File: src/status_led_event_renderer_defines.svh
// Assertion macros shared by the status LED event renderer modules.
// Included by the files that carry concurrent assertions; no other dependencies.
`ifndef STATUS_LED_EVENT_RENDERER_DEFINES_SVH
`define STATUS_LED_EVENT_RENDERER_DEFINES_SVH

// Same-cycle implication, disabled while reset is asserted.
`define SLER_ASSERT_NOW(lbl, clk, rstn, ante, cons) \
    lbl: assert property (@(posedge clk) disable iff (!(rstn)) (ante) |-> (cons)) \
        else $error("status LED renderer check failed");

// Next-cycle implication, disabled while reset is asserted.
`define SLER_ASSERT_NEXT(lbl, clk, rstn, ante, cons) \
    lbl: assert property (@(posedge clk) disable iff (!(rstn)) (ante) |=> (cons)) \
        else $error("status LED renderer check failed");

`endif

File: src/sler_pkg.sv
// Shared types, codes and constants of the status LED event renderer.
// Used by the controller, the datapath and the top level; no dependencies.
package sler_pkg;

    localparam int NUM_LEDS  = 3;
    localparam int LED_W     = 4;
    localparam int COLOR_W   = 24;
    localparam int CH_W      = 8;
    localparam int TIME_W    = 12;
    localparam int COUNT_W   = 3;
    localparam int SLOT_W    = 8;
    localparam int REQ_W     = 3;
    localparam int CFG_IDX_W = 3;

    localparam logic [REQ_W-1:0] REQ_SUCCESS    = 3'd0;
    localparam logic [REQ_W-1:0] REQ_FAILURE    = 3'd1;
    localparam logic [REQ_W-1:0] REQ_EDIT_BEGIN = 3'd2;
    localparam logic [REQ_W-1:0] REQ_EDIT_END   = 3'd3;
    localparam logic [REQ_W-1:0] REQ_SLOT_SEL   = 3'd4;
    localparam logic [REQ_W-1:0] REQ_SLOT_CLR   = 3'd5;

    localparam logic [CFG_IDX_W-1:0] REG_EDIT_COLOR    = 3'd0;
    localparam logic [CFG_IDX_W-1:0] REG_SELECT_COLOR  = 3'd1;
    localparam logic [CFG_IDX_W-1:0] REG_SUCCESS_COLOR = 3'd2;
    localparam logic [CFG_IDX_W-1:0] REG_FAILURE_COLOR = 3'd3;
    localparam logic [CFG_IDX_W-1:0] REG_FLASH_COUNT   = 3'd4;
    localparam logic [CFG_IDX_W-1:0] REG_FLASH_ON      = 3'd5;
    localparam logic [CFG_IDX_W-1:0] REG_FLASH_OFF     = 3'd6;

    localparam logic [COLOR_W-1:0] RST_EDIT_COLOR    = 24'h8C00B4;
    localparam logic [COLOR_W-1:0] RST_SELECT_COLOR  = 24'h0000FF;
    localparam logic [COLOR_W-1:0] RST_SUCCESS_COLOR = 24'h00FF00;
    localparam logic [COLOR_W-1:0] RST_FAILURE_COLOR = 24'hFF0000;
    localparam logic [COUNT_W-1:0] RST_FLASH_COUNT   = 3'd3;
    localparam logic [TIME_W-1:0]  RST_FLASH_ON      = 12'd140;
    localparam logic [TIME_W-1:0]  RST_FLASH_OFF     = 12'd120;
    localparam logic [SLOT_W-1:0]  NO_SLOT           = 8'd255;

    localparam logic [LED_W-1:0]  LED_LAST_IDX = LED_W'(NUM_LEDS - 1);
    localparam logic [SLOT_W-1:0] SLOT_LIMIT   = SLOT_W'(NUM_LEDS);

    typedef enum logic [1:0] {
        ST_IDLE,
        ST_FLASH_ON,
        ST_FLASH_OFF,
        ST_REST
    } state_t;

    typedef enum logic [1:0] {
        FR_ON,
        FR_OFF,
        FR_REST
    } frame_kind_t;

    typedef struct packed {
        logic        load;
        logic        step;
        frame_kind_t kind;
    } sler_cmd_t;

    typedef struct packed {
        logic flash_go;
        logic led_last;
        logic pair_last;
        logic out_free;
    } sler_stat_t;

endpackage

File: src/sler_ctrl.sv
// Sequencing state machine of the status LED event renderer.
// Depends on sler_pkg and the assertion macros in the defines header.
`include "status_led_event_renderer_defines.svh"

module sler_ctrl (
    input  logic                aclk,
    input  logic                aresetn,
    input  logic                s_valid,
    output logic                s_ready,
    input  sler_pkg::sler_stat_t stat,
    output sler_pkg::sler_cmd_t  cmd
);
    import sler_pkg::*;

    state_t state_reg;
    state_t state_next;
    logic   emit;

    always_ff @(posedge aclk) begin
        if (!aresetn) begin
            state_reg <= ST_IDLE;
        end else begin
            state_reg <= state_next;
        end
    end

    always_comb begin
        state_next = state_reg;
        case (state_reg)
            ST_IDLE: begin
                if (s_valid) begin
                    state_next = stat.flash_go ? ST_FLASH_ON : ST_REST;
                end
            end
            ST_FLASH_ON: begin
                if (cmd.step && stat.led_last) begin
                    state_next = ST_FLASH_OFF;
                end
            end
            ST_FLASH_OFF: begin
                if (cmd.step && stat.led_last) begin
                    state_next = stat.pair_last ? ST_REST : ST_FLASH_ON;
                end
            end
            ST_REST: begin
                if (cmd.step && stat.led_last) begin
                    state_next = ST_IDLE;
                end
            end
            default: begin
                state_next = ST_IDLE;
            end
        endcase
    end

    always_comb begin
        s_ready  = 1'b0;
        emit     = 1'b0;
        cmd.kind = FR_REST;
        case (state_reg)
            ST_IDLE: begin
                s_ready = 1'b1;
            end
            ST_FLASH_ON: begin
                emit     = 1'b1;
                cmd.kind = FR_ON;
            end
            ST_FLASH_OFF: begin
                emit     = 1'b1;
                cmd.kind = FR_OFF;
            end
            ST_REST: begin
                emit     = 1'b1;
                cmd.kind = FR_REST;
            end
            default: begin
                s_ready = 1'b0;
            end
        endcase
        cmd.load = s_ready && s_valid;
        cmd.step = emit && stat.out_free;
    end

    `SLER_ASSERT_NEXT(a_load_leaves_idle, aclk, aresetn, cmd.load, state_reg != ST_IDLE)
    `SLER_ASSERT_NEXT(a_rest_end_idle, aclk, aresetn,
                      cmd.step && stat.led_last && state_reg == ST_REST, state_reg == ST_IDLE)
    `SLER_ASSERT_NOW(a_no_step_idle, aclk, aresetn, state_reg == ST_IDLE, !cmd.step)

endmodule

File: src/sler_datapath.sv
// Datapath of the status LED event renderer: settings, marks, counters, output register.
// Depends on sler_pkg and the assertion macros in the defines header.
`include "status_led_event_renderer_defines.svh"

module sler_datapath (
    input  logic                                aclk,
    input  logic                                aresetn,
    input  logic                                cfg_wr_en,
    input  logic [sler_pkg::CFG_IDX_W-1:0]      cfg_addr,
    input  logic [sler_pkg::COLOR_W-1:0]        cfg_wdata,
    input  logic [sler_pkg::REQ_W-1:0]          s_req_type,
    input  logic [sler_pkg::SLOT_W-1:0]         s_slot,
    input  sler_pkg::sler_cmd_t                 cmd,
    output sler_pkg::sler_stat_t                stat,
    output logic                                m_valid,
    input  logic                                m_ready,
    output logic [sler_pkg::LED_W-1:0]          m_led_index,
    output logic [sler_pkg::CH_W-1:0]           m_red,
    output logic [sler_pkg::CH_W-1:0]           m_green,
    output logic [sler_pkg::CH_W-1:0]           m_blue,
    output logic [sler_pkg::TIME_W-1:0]         m_hold_time,
    output logic                                m_frame_end,
    output logic                                m_last
);
    import sler_pkg::*;

    logic [COLOR_W-1:0] edit_color_reg;
    logic [COLOR_W-1:0] select_color_reg;
    logic [COLOR_W-1:0] success_color_reg;
    logic [COLOR_W-1:0] failure_color_reg;
    logic [COUNT_W-1:0] flash_count_reg;
    logic [TIME_W-1:0]  flash_on_reg;
    logic [TIME_W-1:0]  flash_off_reg;

    logic               edit_on_reg;
    logic [SLOT_W-1:0]  edit_target_reg;
    logic               select_on_reg;
    logic [SLOT_W-1:0]  select_target_reg;
    logic               success_reg;

    logic [LED_W-1:0]   led_cnt_reg;
    logic [COUNT_W-1:0] pair_cnt_reg;

    logic               m_valid_reg;
    logic               m_valid_next;
    logic [LED_W-1:0]   led_index_reg;
    logic [COLOR_W-1:0] color_reg;
    logic [TIME_W-1:0]  hold_reg;
    logic               frame_end_reg;
    logic               last_reg;

    logic [COLOR_W-1:0] color_next;
    logic [TIME_W-1:0]  hold_next;
    logic [COLOR_W-1:0] rest_color;
    logic [SLOT_W-1:0]  rest_target;
    logic               rest_any;
    logic               rest_lit;
    logic               req_is_flash;

    always_ff @(posedge aclk) begin
        if (!aresetn) begin
            edit_color_reg    <= RST_EDIT_COLOR;
            select_color_reg  <= RST_SELECT_COLOR;
            success_color_reg <= RST_SUCCESS_COLOR;
            failure_color_reg <= RST_FAILURE_COLOR;
            flash_count_reg   <= RST_FLASH_COUNT;
            flash_on_reg      <= RST_FLASH_ON;
            flash_off_reg     <= RST_FLASH_OFF;
        end else if (cfg_wr_en) begin
            case (cfg_addr)
                REG_EDIT_COLOR:    edit_color_reg    <= cfg_wdata;
                REG_SELECT_COLOR:  select_color_reg  <= cfg_wdata;
                REG_SUCCESS_COLOR: success_color_reg <= cfg_wdata;
                REG_FAILURE_COLOR: failure_color_reg <= cfg_wdata;
                REG_FLASH_COUNT:   flash_count_reg   <= cfg_wdata[COUNT_W-1:0];
                REG_FLASH_ON:      flash_on_reg      <= cfg_wdata[TIME_W-1:0];
                REG_FLASH_OFF:     flash_off_reg     <= cfg_wdata[TIME_W-1:0];
                default: begin
                end
            endcase
        end
    end

    assign req_is_flash = (s_req_type == REQ_SUCCESS) || (s_req_type == REQ_FAILURE);

    always_ff @(posedge aclk) begin
        if (!aresetn) begin
            edit_on_reg       <= 1'b0;
            edit_target_reg   <= NO_SLOT;
            select_on_reg     <= 1'b0;
            select_target_reg <= NO_SLOT;
        end else if (cmd.load) begin
            case (s_req_type)
                REQ_SUCCESS, REQ_FAILURE, REQ_SLOT_CLR: begin
                    select_on_reg     <= 1'b0;
                    select_target_reg <= NO_SLOT;
                end
                REQ_EDIT_BEGIN: begin
                    edit_on_reg     <= 1'b1;
                    edit_target_reg <= s_slot;
                end
                REQ_EDIT_END: begin
                    edit_on_reg     <= 1'b0;
                    edit_target_reg <= NO_SLOT;
                end
                REQ_SLOT_SEL: begin
                    select_on_reg     <= 1'b1;
                    select_target_reg <= s_slot;
                end
                default: begin
                end
            endcase
        end
    end

    always_ff @(posedge aclk) begin
        if (cmd.load) begin
            success_reg <= (s_req_type == REQ_SUCCESS);
        end
    end

    always_ff @(posedge aclk) begin
        if (!aresetn) begin
            led_cnt_reg  <= '0;
            pair_cnt_reg <= '0;
        end else if (cmd.load) begin
            led_cnt_reg  <= '0;
            pair_cnt_reg <= '0;
        end else if (cmd.step) begin
            led_cnt_reg <= stat.led_last ? '0 : led_cnt_reg + 1'b1;
            if (stat.led_last && cmd.kind == FR_OFF) begin
                pair_cnt_reg <= pair_cnt_reg + 1'b1;
            end
        end
    end

    always_comb begin
        stat.flash_go  = req_is_flash && (flash_count_reg != '0);
        stat.led_last  = (led_cnt_reg == LED_LAST_IDX);
        stat.pair_last = ({1'b0, pair_cnt_reg} + 1'b1) == {1'b0, flash_count_reg};
        stat.out_free  = !m_valid_reg || m_ready;
    end

    always_comb begin
        if (edit_on_reg) begin
            rest_color  = edit_color_reg;
            rest_target = edit_target_reg;
            rest_any    = 1'b1;
        end else if (select_on_reg) begin
            rest_color  = select_color_reg;
            rest_target = select_target_reg;
            rest_any    = 1'b1;
        end else begin
            rest_color  = '0;
            rest_target = NO_SLOT;
            rest_any    = 1'b0;
        end
        rest_lit = rest_any && (rest_target < SLOT_LIMIT)
                   && (rest_target == {{(SLOT_W-LED_W){1'b0}}, led_cnt_reg});
        case (cmd.kind)
            FR_ON: begin
                color_next = success_reg ? success_color_reg : failure_color_reg;
                hold_next  = flash_on_reg;
            end
            FR_OFF: begin
                color_next = '0;
                hold_next  = flash_off_reg;
            end
            default: begin
                color_next = rest_lit ? rest_color : '0;
                hold_next  = '0;
            end
        endcase
    end

    always_comb begin
        m_valid_next = m_valid_reg;
        if (cmd.step) begin
            m_valid_next = 1'b1;
        end else if (m_ready) begin
            m_valid_next = 1'b0;
        end
    end

    always_ff @(posedge aclk) begin
        if (!aresetn) begin
            m_valid_reg <= 1'b0;
        end else begin
            m_valid_reg <= m_valid_next;
        end
    end

    always_ff @(posedge aclk) begin
        if (cmd.step) begin
            led_index_reg <= led_cnt_reg;
            color_reg     <= color_next;
            hold_reg      <= hold_next;
            frame_end_reg <= stat.led_last;
            last_reg      <= stat.led_last && (cmd.kind == FR_REST);
        end
    end

    assign m_valid     = m_valid_reg;
    assign m_led_index = led_index_reg;
    assign m_red       = color_reg[COLOR_W-1 -: CH_W];
    assign m_green     = color_reg[CH_W +: CH_W];
    assign m_blue      = color_reg[CH_W-1:0];
    assign m_hold_time = hold_reg;
    assign m_frame_end = frame_end_reg;
    assign m_last      = last_reg;

    `SLER_ASSERT_NOW(a_last_ends_frame, aclk, aresetn, m_valid_reg && last_reg, frame_end_reg)
    `SLER_ASSERT_NEXT(a_load_clears_led, aclk, aresetn, cmd.load, led_cnt_reg == '0)
    `SLER_ASSERT_NEXT(a_valid_held, aclk, aresetn, m_valid_reg && !m_ready, m_valid_reg)

endmodule

File: src/status_led_event_renderer.sv
// Status LED event renderer: one event in, a sequence of per-LED frame results out.
// A flash event gives (2*flash_count+1)*NUM_LEDS results and any other event NUM_LEDS,
// set by the frame sequencer and LED counter; one result per cycle while m_ready does not
// stall the output, and no new event is taken while a sequence runs.
// Reset (aresetn low, synchronous) restores register defaults, clears marks and output.
// Depends on sler_pkg, sler_ctrl and sler_datapath.
module status_led_event_renderer (
    input  logic                            aclk,
    input  logic                            aresetn,
    input  logic                            cfg_wr_en,
    input  logic [sler_pkg::CFG_IDX_W-1:0]  cfg_addr,
    input  logic [sler_pkg::COLOR_W-1:0]    cfg_wdata,
    input  logic                            s_valid,
    output logic                            s_ready,
    input  logic [sler_pkg::REQ_W-1:0]      s_req_type,
    input  logic [sler_pkg::SLOT_W-1:0]     s_slot,
    output logic                            m_valid,
    input  logic                            m_ready,
    output logic [sler_pkg::LED_W-1:0]      m_led_index,
    output logic [sler_pkg::CH_W-1:0]       m_red,
    output logic [sler_pkg::CH_W-1:0]       m_green,
    output logic [sler_pkg::CH_W-1:0]       m_blue,
    output logic [sler_pkg::TIME_W-1:0]     m_hold_time,
    output logic                            m_frame_end,
    output logic                            m_last
);
    import sler_pkg::*;

    sler_cmd_t  cmd;
    sler_stat_t stat;

    sler_ctrl u_ctrl (
        .aclk    (aclk),
        .aresetn (aresetn),
        .s_valid (s_valid),
        .s_ready (s_ready),
        .stat    (stat),
        .cmd     (cmd)
    );

    sler_datapath u_datapath (
        .aclk        (aclk),
        .aresetn     (aresetn),
        .cfg_wr_en   (cfg_wr_en),
        .cfg_addr    (cfg_addr),
        .cfg_wdata   (cfg_wdata),
        .s_req_type  (s_req_type),
        .s_slot      (s_slot),
        .cmd         (cmd),
        .stat        (stat),
        .m_valid     (m_valid),
        .m_ready     (m_ready),
        .m_led_index (m_led_index),
        .m_red       (m_red),
        .m_green     (m_green),
        .m_blue      (m_blue),
        .m_hold_time (m_hold_time),
        .m_frame_end (m_frame_end),
        .m_last      (m_last)
    );

endmodule

File: config.mk
export PLATFORM = sky130hd
export DESIGN_NAME = status_led_event_renderer
export DESIGN_NICKNAME = d
export VERILOG_FILES = /design/src/sler_pkg.sv /design/src/sler_ctrl.sv /design/src/sler_datapath.sv /design/src/status_led_event_renderer.sv
export VERILOG_INCLUDE_DIRS = /design/src /design/src/src
export SDC_FILE = /design/constraint.sdc
export NUM_CORES = 1
export LEC_CHECK = 0
export BUFFER_PORTS_ARGS = -buffer_cell sky130_fd_sc_hd__buf_4
export CAP_MARGIN = 20
export CORE_ASPECT_RATIO = 0.6
export CORE_MARGIN = 3
export CORE_UTILIZATION = 30
export DETAILED_ROUTE_END_ITERATION = 8
export GPL_TIMING_DRIVEN = 0
export HOLD_SLACK_MARGIN = 0.05
export PLACE_DENSITY = 0.5
export SYNTH_ARGS = -nofsm -noshare
export SYNTH_HDL_FRONTEND = slang
export SYNTH_SLANG_ARGS = --single-unit
File: constraint.sdc
create_clock -name aclk -period 3.05 [get_ports aclk]
set_input_delay 0.61 -clock aclk [delete_from_list [all_inputs] [get_ports aclk]]
set_output_delay 0.61 -clock aclk [all_outputs]
set_load 0.1 [all_outputs]
==> qor.csv <==
metric,value,unit
Worst EP arrival,3.03,ns
Async SR Flop Fraction,0,
final core occ,0.3719,
die height,134.6,µm
Post-Syn Instances,889,
post-placement cell area,9375,µm²
register-to-register setup slack,0.26,ns
Post-synth EDFFs,43,
Final Hold Viols,0,
initial antenna violation count,0,
fmax,358.6,MHz
cts bufs inserted,17,
RR Endpoint,u_datapath.color_reg[0],
setup violators final,0,
Max VDD drop,0.0006408,V
Starting Density,0.3088,
GP Congestion,0.8187,
Overall Global Routing Usage,0.1756,
status,finished clean,
fin crit share,0.9143,
Final Cell Area,9952,µm²
area occupied by multi-input gates,3660,µm²
number of synthesized register bits,194,
register area share after synthesis,0.5219,
wire per inst,18.65,µm
First DRT Iteration DRCs,531,
RSZ-0062 raised after global routing,no,
max cap viols,0,
pwr/cell area,896.7,nW/µm²
grt total ovfl,0,
Period minus WS final,2.789,ns
critical path required time,3.29,ns
Netlist cell types,55,
DP HPWL,18290,µm
worst hold path class,in2reg,
prevailing post-synth register cell,dfxtp_1,
Root Driver,clkbuf_16,
Vias per Instance,4.901,
Register Area,4314,µm²
vias in the first global route,6363,
Fill cells,2755,
Placement Rows,46,
RR Startpoint,u_ctrl.state_reg[0],
H-tree levels,4,
Clock Latency Late Sink,0.45,ns
Critical Path Sink,u_datapath.color_reg[0],
Crit Path Class,reg2reg,
setup TNS,0,ns
Startpoint Class,register,
leakage power,0.003620,µW
Max transition margin,0.2928,
Sink Count,194,
die area,29640,µm²
Worst Tran Pin Value,1.053,ns
number of remaining DRC errors,0,
dpl ws,0.2337,ns
Area contributors post-synth,"dfxtp_1 (37%), edfxtp_1 (16%), nand2_1 (12%), a21boi_0 (6.5%), mux2_2 (3.4%)",
largest net degree at the start of global routing,33,
crit end category,register,
Crit. Startpoint,u_ctrl.state_reg[0],
"Slew Viols, Final",0,
Post-Route WL,25490,µm
share of post-route cells with drive strength above 1,0.1787,
Die X,220.3,µm
PortBufs,85,
post-route setup slack,0.2614,ns
CP Max Fanout,10,
clk buf depth,2,
"CTS clk-pin slew, worst paths",0.08,ns
ANT cells,0,
first-pass GRT wire length,38950,µm
DRT antenna net count,0,
Area Growth Syn to Fin,20.41,%
Ports,87,
top cell type's share of synthesized area,0.3657,
post-synth net total,940,
post-synth top area cell,dfxtp_1,
vias,6700,
net total in the final layout,1045,
mean post-synth cell area,9.297,µm²
CTS tree,yes,
Synth Cell Area,8265,µm²
synth warn,0,
drt pass-1 iters,5,
hold-fix buffers at CTS,0,
reg2reg path depth,7,
core area,26760,µm²
Worst Skew,0.01427,ns
==> worst min path at each step <==
stage,start,end,slack (ns),cells after the start
final,cfg_wdata[14],u_datapath.success_color_reg[14],0.41,3
after global routing,cfg_wdata[20],u_datapath.failure_color_reg[20],0.41,3
after CTS,cfg_wdata[14],u_datapath.success_color_reg[14],0.39,3
after detailed placement,u_datapath.select_color_reg[20],u_datapath.select_color_reg[20],0.45,2
after global placement,u_datapath.success_color_reg[17],u_datapath.success_color_reg[17],0.44,2
after floorplan,u_datapath.success_color_reg[17],u_datapath.success_color_reg[17],0.43,2
==> power breakdown <==
group	leakage, µW	switching, µW	internal (µW)
sequential	0.00165	146	3050
clock	0.000287	1040	1190
combinational	0.00168	2810	685
==> critical path: stages, from the launching register on <==
cell      delay (ns)
dfxtp_1         0.42
inv_1           0.13
ha_1            0.37
and2_1          0.19
clkbuf_1        0.48
clkbuf_1        0.53
nand2_1         0.30
o31ai_2         0.16
==> final cells by class <==
class | instances | area share
buffer | 60 | 0.02577
clock buffer | 22 | 0.05104
clock inverter | 10 | 0.006789
inverter | 10 | 0.003772
multi-input combinational | 625 | 0.3677
sequential | 194 | 0.4335
tap | 360 | 0.04526
timing repair buffer | 86 | 0.06613
==> Yosys cell counts, types with 5 or more instances <==
cell and number:
inv_1 9, edfxtp_1 43, and2_1 5, nand2_1 275
clkbuf_1 52, mux2_2 25, o31ai_2 18, dfxtp_1 151
nor2_1 25, nand3_1 41, a22o_1 12, nor2b_1 7
a21boi_1 11, o21ai_0 21, nor3_1 23, nand2b_1 7
a21oi_1 5, a21boi_0 72, ha_1 8, a22oi_1 24
==> cell usage in the layout, fill, tap and decap left out, drive strengths merged, types with 7 or more instances in the layout <==
master and count:
a21boi 83, nand2 275, nor2 25, clkbuf 74
nor2b 7, a22oi 24, dfxtp 151, a22o 12
mux2 25, nand2b 7, nand3 41, o31ai 24
ha 8, inv 14, edfxtp 43, buf 94
nor3 23, o21ai 21
==> through the flow <==
step           std cells  total power (µW)  hold slack, ns
6_report            1367              8924          0.4055
5_1_grt             1367              9276          0.4094
4_1_cts             1367              8996          0.3881
3_5_place_dp        1335              6765          0.4454
3_3_place_gp        1334              6721          0.4426
2_1_floorplan        889              5923          0.4316
==> kinds of logic (layout without fill, tap and decap cells) <==
| group | after synthesis | after routing | share of synthesized area |
|---|---|---|---|
| compound gates | 183 | 183 | 0.1797 |
| xor+xnor | 6 | 6 | 0.006358 |
| fa+ha+maj | 8 | 8 | 0.01211 |
| buf+inv | 70 | 188 | 0.03527 |
| flops | 194 | 194 | 0.5220 |
| mux | 29 | 29 | 0.03890 |
| simple gates | 399 | 399 | 0.2057 |
==> routing by layer <==
| metal | vias to the layer above | track usage | routed length (µm) |
|---|---|---|---|
| met5 | - | 0 | 0 |
| met4 | 0 | 0.03215 | 166 |
| met3 | 11 | 0.04542 | 1563 |
| met2 | 156 | 0.2265 | 9655 |
| li1 | 3269 | - | - |
| met1 | 3264 | 0.2867 | 14110 |
==> timing repair <==
item,4_1_cts,5_1_grt
buffers inserted,0,0
gates resized for setup,0,3
setup endpoints to repair,0,1
hold endpoints to repair,0,0
No activity file was read; power rests on OpenSTA's default activity.
